--- src/rtl/mersenne_twister_generator_unit_assert.svh ---
// Assertion macros used by the generator core.
`ifndef MERSENNE_TWISTER_GENERATOR_UNIT_ASSERT_SVH
`define MERSENNE_TWISTER_GENERATOR_UNIT_ASSERT_SVH

// The consequent must hold in the same cycle as the antecedent.
`define MTGEN_ASSERT_SAME(label, clk, rst_n, ante, cons, msg) \
    label: assert property (@(posedge clk) disable iff (!rst_n) (ante) |-> (cons)) \
        else $error(msg);

// The consequent must hold in the cycle after the antecedent.
`define MTGEN_ASSERT_NEXT(label, clk, rst_n, ante, cons, msg) \
    label: assert property (@(posedge clk) disable iff (!rst_n) (ante) |=> (cons)) \
        else $error(msg);

`endif

--- src/rtl/mtgen_pkg.sv ---
// Package with constants, types and the sequencer states of the generator.
package mtgen_pkg;

    localparam int unsigned STATE_DEPTH  = 624;
    localparam int unsigned TWIST_OFFSET = 397;
    localparam int unsigned WORD_W       = 32;
    localparam int unsigned ADDR_W       = $clog2(STATE_DEPTH);
    localparam int unsigned IDX_W        = $clog2(STATE_DEPTH + 1);

    localparam logic [WORD_W-1:0] SEED_MULT    = 32'd1812433253;
    localparam logic [WORD_W-1:0] TWIST_MATRIX = 32'h9908b0df;
    localparam logic [WORD_W-1:0] TEMPER_B     = 32'h9d2c5680;
    localparam logic [WORD_W-1:0] TEMPER_C     = 32'hefc60000;
    localparam logic [WORD_W-1:0] SEED_RESET   = 32'd5489;

    typedef enum logic [2:0] {
        ST_SEED_START,
        ST_SEED_MUL,
        ST_SEED_WR,
        ST_IDLE,
        ST_TW_PRIME,
        ST_TW_READ,
        ST_TW_WRITE,
        ST_DRAW_DATA
    } mtgen_state_t;

    typedef struct packed {
        logic              we;
        logic [ADDR_W-1:0] waddr;
        logic              rd_a_en;
        logic [ADDR_W-1:0] rd_a_addr;
        logic              rd_b_en;
        logic [ADDR_W-1:0] rd_b_addr;
    } mtgen_mem_ctl_t;

endpackage

--- src/rtl/mtgen_core.sv ---
// Sequencer and shared datapath for seeding, twisting, tempering and bounded draws.
`include "mersenne_twister_generator_unit_assert.svh"

module mtgen_core
    import mtgen_pkg::*;
(
    input  logic                 clk,
    input  logic                 rst_n,
    input  logic                 cfg_we,
    input  logic [WORD_W-1:0]    cfg_wdata,
    input  logic                 in_valid,
    output logic                 in_ready,
    input  logic                 in_opcode,
    input  logic [WORD_W-1:0]    in_bound,
    input  logic                 res_ready,
    output logic                 res_valid,
    output logic [WORD_W-1:0]    res_value,
    output mtgen_mem_ctl_t       mem_ctl,
    output logic [WORD_W-1:0]    mem_wdata,
    input  logic [WORD_W-1:0]    mem_rd_a,
    input  logic [WORD_W-1:0]    mem_rd_b
);

    function automatic logic [WORD_W-1:0] temper(input logic [WORD_W-1:0] x);
        logic [WORD_W-1:0] y;
        y = x ^ (x >> 11);
        y = y ^ ((y << 7) & TEMPER_B);
        y = y ^ ((y << 15) & TEMPER_C);
        y = y ^ (y >> 18);
        return y;
    endfunction

    function automatic logic [WORD_W-1:0] smear(input logic [WORD_W-1:0] x);
        logic [WORD_W-1:0] y;
        y = x | (x >> 1);
        y = y | (y >> 2);
        y = y | (y >> 4);
        y = y | (y >> 8);
        y = y | (y >> 16);
        return y;
    endfunction

    localparam logic [ADDR_W-1:0] LAST_ADDR = ADDR_W'(STATE_DEPTH - 1);
    localparam logic [IDX_W-1:0]  IDX_END   = IDX_W'(STATE_DEPTH);

    mtgen_state_t       state_reg, state_next;
    logic [WORD_W-1:0]  seed_reg, seed_next;
    logic [ADDR_W-1:0]  k_reg, k_next;
    logic [IDX_W-1:0]   idx_reg, idx_next;
    logic [WORD_W-1:0]  prev_reg, prev_next;
    logic [WORD_W-1:0]  prod_reg, prod_next;
    logic [WORD_W-1:0]  cur_reg, cur_next;
    logic [WORD_W-1:0]  bound_reg, bound_next;
    logic [WORD_W-1:0]  mask_reg, mask_next;
    logic               op_reg, op_next;

    logic [WORD_W-1:0]  seed_word;
    logic [WORD_W-1:0]  mix_word;
    logic [WORD_W-1:0]  twist_word;
    logic [WORD_W-1:0]  tempered;
    logic [WORD_W-1:0]  draw_value;
    logic               draw_ok;
    logic [ADDR_W:0]    off_sum;
    logic [ADDR_W-1:0]  off_addr;
    logic [ADDR_W-1:0]  nxt_addr;

    always_comb
    begin
        seed_word  = prod_reg + WORD_W'(k_reg);
        mix_word   = {cur_reg[WORD_W-1], mem_rd_a[WORD_W-2:0]};
        twist_word = mem_rd_b ^ (mix_word >> 1) ^ (mem_rd_a[0] ? TWIST_MATRIX : '0);
        tempered   = temper(mem_rd_a);
        draw_value = op_reg ? (tempered & mask_reg) : tempered;
        draw_ok    = !op_reg || (draw_value <= bound_reg);
        off_sum    = {1'b0, k_reg} + (ADDR_W + 1)'(TWIST_OFFSET);
        if (off_sum >= (ADDR_W + 1)'(STATE_DEPTH))
        begin
            off_sum = off_sum - (ADDR_W + 1)'(STATE_DEPTH);
        end
        off_addr   = off_sum[ADDR_W-1:0];
        nxt_addr   = (k_reg == LAST_ADDR) ? '0 : k_reg + ADDR_W'(1);
    end

    always_comb
    begin
        state_next = state_reg;
        seed_next  = seed_reg;
        k_next     = k_reg;
        idx_next   = idx_reg;
        prev_next  = prev_reg;
        prod_next  = prod_reg;
        cur_next   = cur_reg;
        bound_next = bound_reg;
        mask_next  = mask_reg;
        op_next    = op_reg;
        mem_ctl    = '0;
        mem_wdata  = seed_word;
        in_ready   = 1'b0;
        res_valid  = 1'b0;
        res_value  = draw_value;

        case (state_reg)
            ST_SEED_START:
            begin
                mem_ctl.we    = 1'b1;
                mem_ctl.waddr = '0;
                mem_wdata     = seed_reg;
                prev_next     = seed_reg;
                k_next        = ADDR_W'(1);
                state_next    = ST_SEED_MUL;
            end
            ST_SEED_MUL:
            begin
                prod_next  = SEED_MULT * (prev_reg ^ (prev_reg >> 30));
                state_next = ST_SEED_WR;
            end
            ST_SEED_WR:
            begin
                mem_ctl.we    = 1'b1;
                mem_ctl.waddr = k_reg;
                mem_wdata     = seed_word;
                prev_next     = seed_word;
                if (k_reg == LAST_ADDR)
                begin
                    idx_next   = IDX_END;
                    state_next = ST_IDLE;
                end
                else
                begin
                    k_next     = k_reg + ADDR_W'(1);
                    state_next = ST_SEED_MUL;
                end
            end
            ST_IDLE:
            begin
                in_ready = 1'b1;
                if (in_valid)
                begin
                    op_next    = in_opcode;
                    bound_next = in_bound;
                    mask_next  = smear(in_bound);
                    if (idx_reg >= IDX_END)
                    begin
                        state_next = ST_TW_PRIME;
                    end
                    else
                    begin
                        mem_ctl.rd_a_en   = 1'b1;
                        mem_ctl.rd_a_addr = idx_reg[ADDR_W-1:0];
                        idx_next          = idx_reg + IDX_W'(1);
                        state_next        = ST_DRAW_DATA;
                    end
                end
            end
            ST_TW_PRIME:
            begin
                mem_ctl.rd_a_en   = 1'b1;
                mem_ctl.rd_a_addr = '0;
                k_next            = '0;
                state_next        = ST_TW_READ;
            end
            ST_TW_READ:
            begin
                cur_next          = mem_rd_a;
                mem_ctl.rd_a_en   = 1'b1;
                mem_ctl.rd_a_addr = nxt_addr;
                mem_ctl.rd_b_en   = 1'b1;
                mem_ctl.rd_b_addr = off_addr;
                state_next        = ST_TW_WRITE;
            end
            ST_TW_WRITE:
            begin
                mem_ctl.we    = 1'b1;
                mem_ctl.waddr = k_reg;
                mem_wdata     = twist_word;
                if (k_reg == LAST_ADDR)
                begin
                    mem_ctl.rd_a_en   = 1'b1;
                    mem_ctl.rd_a_addr = '0;
                    idx_next          = IDX_W'(1);
                    state_next        = ST_DRAW_DATA;
                end
                else
                begin
                    k_next     = k_reg + ADDR_W'(1);
                    state_next = ST_TW_READ;
                end
            end
            ST_DRAW_DATA:
            begin
                if (draw_ok)
                begin
                    if (res_ready)
                    begin
                        res_valid  = 1'b1;
                        state_next = ST_IDLE;
                    end
                end
                else if (idx_reg >= IDX_END)
                begin
                    state_next = ST_TW_PRIME;
                end
                else
                begin
                    mem_ctl.rd_a_en   = 1'b1;
                    mem_ctl.rd_a_addr = idx_reg[ADDR_W-1:0];
                    idx_next          = idx_reg + IDX_W'(1);
                end
            end
            default:
            begin
                state_next = ST_SEED_START;
            end
        endcase

        if (cfg_we)
        begin
            seed_next  = cfg_wdata;
            idx_next   = IDX_END;
            state_next = ST_SEED_START;
        end
    end

    always_ff @(posedge clk or negedge rst_n)
    begin
        if (!rst_n)
        begin
            state_reg <= ST_SEED_START;
            seed_reg  <= SEED_RESET;
            k_reg     <= '0;
            idx_reg   <= IDX_END;
        end
        else
        begin
            state_reg <= state_next;
            seed_reg  <= seed_next;
            k_reg     <= k_next;
            idx_reg   <= idx_next;
        end
    end

    always_ff @(posedge clk)
    begin
        prev_reg  <= prev_next;
        prod_reg  <= prod_next;
        cur_reg   <= cur_next;
        bound_reg <= bound_next;
        mask_reg  <= mask_next;
        op_reg    <= op_next;
    end

    `MTGEN_ASSERT_SAME(a_no_write_idle, clk, rst_n, state_reg == ST_IDLE, !mem_ctl.we,
        "State memory written while idle.")
    `MTGEN_ASSERT_SAME(a_idx_range, clk, rst_n, 1'b1, idx_reg <= IDX_END,
        "Read index beyond the state depth.")
    `MTGEN_ASSERT_SAME(a_bounded_result, clk, rst_n, res_valid && op_reg,
        res_value <= bound_reg, "Bounded result above its bound.")
    `MTGEN_ASSERT_NEXT(a_twist_first, clk, rst_n,
        in_valid && in_ready && (idx_reg == IDX_END) && !cfg_we,
        state_reg == ST_TW_PRIME, "Exhausted state not regenerated before a draw.")

endmodule

--- config.mk ---
export PLATFORM = sky130hd
export DESIGN_NAME = mtgen_core
export DESIGN_NICKNAME = d
export VERILOG_FILES = /design/src/rtl/mtgen_pkg.sv /design/src/rtl/mtgen_core.sv
export VERILOG_INCLUDE_DIRS = /design/src /design/src/rtl
export SDC_FILE = /design/constraint.sdc
export NUM_CORES = 1
export LEC_CHECK = 0
export ABC_AREA = 0
export BUFFER_PORTS_ARGS = -buffer_cell sky130_fd_sc_hd__buf_2
export CAP_MARGIN = 20
export CORE_ASPECT_RATIO = 1.5
export CORE_MARGIN = 2
export CORE_UTILIZATION = 45
export DETAILED_ROUTE_END_ITERATION = 10
export GPL_TIMING_DRIVEN = 0
export PLACE_DENSITY = 0.73
export SLEW_MARGIN = 20
export SYNTH_ARGS = -nofsm -noshare
export SYNTH_HDL_FRONTEND = slang
export SYNTH_SLANG_ARGS = --single-unit
export TNS_END_PERCENT = 30
--- constraint.sdc ---
create_clock -name clk -period 9.13 [get_ports clk]
set_input_delay 2.2825 -clock clk [delete_from_list [all_inputs] [get_ports clk]]
set_output_delay 2.2825 -clock clk [all_outputs]
set_load 0.02 [all_outputs]
* Yosys cells after proc, flatten, opt, wreduce, memory -nomap -nowiden
Index checks and enable logic that the tools add are counted.
Word-level totals: bits in latches 0, word-level logic and storage cells 93, output and inout port bits 99, bits of input ports 134, bits in registers 216, memories 0, ROM bits 0, RAM bits 0
Operators by class: muxes and demuxes 35, equal/unequal tests 15, multipliers 1, add/subtract/negate cells 5, bitwise operators 13, divide/modulo/power cells 0, order comparisons 3, reduce and logical (&&, ||, !) cells 11, shift-type cells 0
Operators with widths (count):
- 32-bit case mux with 2 select lines | 2
- 32-bit XOR | 3
- 10-bit 2-to-1 mux | 9
- 32-bit 2-to-1 mux | 2
- 11-bit 2-to-1 mux | 5
- 11-bit case mux with 5 select lines | 1
- 10-bit case mux with 4 select lines | 1
- 32-bit by 10-bit adder with 32-bit output | 1
- 32-bit bitwise AND | 1
- 32-bit less-or-equal comparator | 1
- 31-bit by 32-bit multiplier with 32-bit output, first input constant | 1
- 32-bit by 16-bit bitwise OR with 32-bit output | 1
- 32-bit by 24-bit bitwise OR with 32-bit output | 1
- 32-bit by 28-bit bitwise OR with 32-bit output | 1
- 32-bit by 30-bit bitwise OR with 32-bit output | 1
- 32-bit by 31-bit bitwise OR with 32-bit output | 1
- 32-bit by 14-bit XOR with 32-bit output | 1
- 32-bit by 2-bit XOR with 32-bit output | 1
- 32-bit by 21-bit XOR with 32-bit output | 1
- 32-bit by 31-bit XOR with 32-bit output | 1
- 10-bit case mux with 3 select lines | 1
- 3-bit case mux with 8 select lines | 1
- 11-bit case mux with 2 select lines | 1
- 10-bit by 1-bit adder with 10-bit output, second input constant | 2
- 24 further kinds | 42

* Depth between registers and ports, before layout
depth in word-level cells 11, gate-level depth with buffers 26, depth with buffers taken out 26

* Worst setup path before layout
No wires, ideal clock.
kind input to output, start in mem_rd_a[2], end out mem_ctl[13] (netlist bit), arrival time 5.843 ns, setup slack 1.004 ns, stages 14, cells stage by stage xor2_1 xnor2_1 xnor2_1 xor2_1 o21a_1 ha_1 and4_1 nand3_1 or4_1 o41a_1 o21a_1 a41oi_1 nor2_1 a22o_1
RTL lines:
- from (decl) | line mtgen_core.sv:20 | input logic [WORD_W-1:0] mem_rd_a,
- to (decl) | line mtgen_core.sv:18 | output mtgen_mem_ctl_t mem_ctl,

==> results.txt <==
The number of buffers created by CTS came out at 17. The end of the worst register-to-register path is prod_reg[31]. 233 I/O pins were placed. Leaving out fill and tap cells, the most frequent cells in the layout are 338 x sky130_fd_sc_hd__inv_1, 256 x sky130_fd_sc_hd__ha_1, 227 x sky130_fd_sc_hd__buf_2. The buffer depth of the longest clock path is 2. Setup repair after global routing left no endpoint under its margin. After detailed routing, the average wire length per cell comes to 21.1 µm. The overall die area is 43500 µm². The count of cells resized by post-cts repair came out at 1.

The worst clock skew on the final layout is 16.5 ps. The number of clock sinks came out at 184. The final weighted congestion in routability-driven placement came out at 0.979. The most used flip-flop cell after synthesis is sky130_fd_sc_hd__edfxtp_1. The highest-delay cell along the critical path is sky130_fd_sc_hd__or4_1.

The post-synthesis average cell area is 10.1 µm². The number of vias in the routed layout is 14800. The library cell used most frequently in the layout, excluding fill and tap cells, is sky130_fd_sc_hd__inv_1. The routed wire length is 56500 µm.

The remaining antenna violation count came out at 0. The root cell of the clock tree is sky130_fd_sc_hd__clkbuf_16. The number of pins with negative max-slew slack in the final report came out at 0. The critical path data arrival time is 6740 ps.

The tightest min-delay check is of the reg -> reg type. The fraction of final layout cells with drive strength greater than 1 is 0.160. The number of hold buffers added after cts is 0. In this run the register-to-register setup slack is 1210 ps. Counting flops with an async set or reset pin after synthesis yields a share of 0.299. The startpoint identified for the worst register-to-register timing path is prev_reg[30]. The count of cells along the worst hold path came out at 1. The data required time at the worst endpoint came out at 6850 ps. The post-layout net count came out at 2649. Once the clock tree was built, the setup fixing pass inserted 0 buffers. The sequential element share of the synthesized area came out at 0.280. Measured along the x axis, the die boundary spans 171 µm. The kind of capture point of the worst setup path is a primary output. Traced cell by cell, the critical path runs through buf_2 -> xor2_1 -> xnor2_1 -> xor2_2 -> a21oi_1 -> ha_1 -> and4_1 -> nand3_1 -> or4_1 -> o41a_1 -> o21a_1 -> a41oi_2 -> nor2_1 -> a22o_1 -> buf_2.

The area of all placed cells without fillers is 21400 µm². The iteration-0 DRC count of the detailed router is 1060. The CTS tree is yes. Static timing analysis puts the maximum clock frequency at 111 MHz.

Final hold analysis gives a worst-case slack of 549 ps. The run finished with clean final reports. The detailed-route vias per instance is 5.51.

In the post-synthesis netlist, the biggest area contributors are sky130_fd_sc_hd__edfxtp_1 21%, sky130_fd_sc_hd__ha_1 17%, sky130_fd_sc_hd__fa_1 16%. The buffer and inverter count on the worst path is 2. The total of buffers placed on input and output ports is 228. The placement-stage cell area came out at 20800 µm². By instance count, the cell type seen most on the critical path is sky130_fd_sc_hd__buf_2. For this configuration, the core starts out at a cell density of 0.456. The worst min-delay path startpoint is seed_reg[3]. The number of global-route vias before repair was 15800. At the end of the flow the core is filled with cells to 0.519. The wire length of the first global-routing pass is 87100 µm. The height of the chip came out at 254 µm. The share of synthesized area in the top cell type comes to 0.206. The number of antenna violations at the first check in global routing came to 1. The total of fill cells in the finished design is 3778. The number of endpoints with negative hold slack in the final report came out at 0. The residual overflow from global routing came out at 0.

The total half-perimeter wirelength after legalization and detailed placement came out at 47400 µm. The number of standard-cell rows in the floorplan came out at 91. The classification of the worst setup path is in -> out. The largest single stage delay on the critical path is 640 ps.

In the routed design, unresolved DRC markers number 0. The number of failing setup endpoints in the final timing report came out at 0. The minimum clock period came out at 9020 ps. The area of the mapped netlist is 18800 µm². The number of warnings issued by yosys came out at 0. Compared with the post-synthesis result, the final layout area differs by 13.8%. For hold timing, the worst endpoint is seed_reg[3].

sky130_fd_sc_hd__edfxtp_1 takes more of the synthesized area than any other cell. Clock latency on the worst-skew pair, taken at its later pin, is 460 ps. The net count after synthesis is 2396. The cell depth of the worst flop-to-flop path came out at 23.

The unique cell type count in the Yosys netlist is 68. The floorplan step defined a core boundary enclosing 41200 µm². The count of H-tree levels built during CTS is 4. The clock slew at the register clock pins of the worst setup and hold paths came out at 80 ps. The overall global routing resource usage came out at 0.267. The pin count of the biggest net entering global routing is 61. The reported max-cap violation count is 0. Headroom to the max-slew limit came out at 0.408. The number of detailed-routing iterations run before antenna repair came out at 6. The number of synthesized register bits is 184.

Synthesis produced 1859 cells. Dividing the final minimum period by the clock period gives 0.988. The transition time of the tightest slew-check pin came out at 879 ps.

The worst setup path is launched from an input port. The repair_antennas step left the layout with diodes totalling 0. The number of enable flip-flop cells after synthesis is 129. The cell family contributing the most delay on the critical path is compound AO/OA/AOI/OAI gates. The top fanout value on the critical path came out at 7.
==> area by class of cell <==
| cell class | count | area, µm² | share of cell area |
|---|---|---|---|
| plain buffers | 54 | 203 | 0.00948 |
| clock buffers | 17 | 425 | 0.0199 |
| clock inverters | 15 | 174 | 0.00813 |
| inverters | 341 | 1280 | 0.0600 |
| multi-input cells | 1280 | 12100 | 0.566 |
| flip-flops and latches | 184 | 5260 | 0.246 |
| well taps | 558 | 698 | 0.0326 |
| repair buffers | 234 | 1230 | 0.0576 |
==> synth_stat cells (all sizes together), types with 10 or more instances <==
master and n:
inv 339, xnor2 146, nand2b 10, dfstp 11, xor2 68, a21o 22
ha 256, nor2b 10, o21a 23, dfrtp 44, and2 16, nand3 30
mux2 33, clkbuf 48, a22oi 30, nand2 95, o21ai 105, or3 16
nor2 51, fa 147, edfxtp 129, a21oi 68, nor3 22, or2 14
==> through the flow <==
stage                     setup TNS (ps)  setup WS (ps)  instances
final                                  0            108       2683
after global routing                   0           4.95       2683
after CTS                              0           95.1       2683
after detailed placement           -16.2          -16.2       2651
after global placement             -2.52          -2.52       2645
after floorplan                        0           1000       1859
==> worst max path at each step <==
stage | startpoint | to | depth (start not counted)
final | mem_rd_a[7] | mem_ctl[13] | 15
after global routing | mem_rd_a[7] | mem_ctl[13] | 15
after CTS | mem_rd_a[7] | mem_ctl[14] | 15
after detailed placement | mem_rd_a[7] | mem_ctl[13] | 15
after global placement | mem_rd_a[7] | mem_ctl[13] | 15
after floorplan | mem_rd_a[2] | mem_ctl[13] | 14
==> logic make-up (layout without fill, tap and decap cells) <==
logic type,Yosys count,count (layout),share of synthesized area
and+or+nand+nor,305,305,0.0843
adders and majority gates,403,403,0.327
buffers and inverters,395,661,0.0789
DFF,184,184,0.280
AOI/OAI and AO/OA,324,324,0.110
muxes,34,34,0.0203
xor gates and xnor gates,214,214,0.0997
==> layer usage <==
layer | part of all wire | global-route usage | up-vias
li1 | - | - | 6766
met4 | 0.069 | 0.166 | 2
met5 | 0.00019 | 0 | -
met1 | 0.35 | 0.282 | 7233
met2 | 0.53 | 0.495 | 599
met3 | 0.052 | 0.0403 | 181
Power is not shown: default switching activity piles up to over one toggle a cycle in this logic, so the estimate is an artifact.
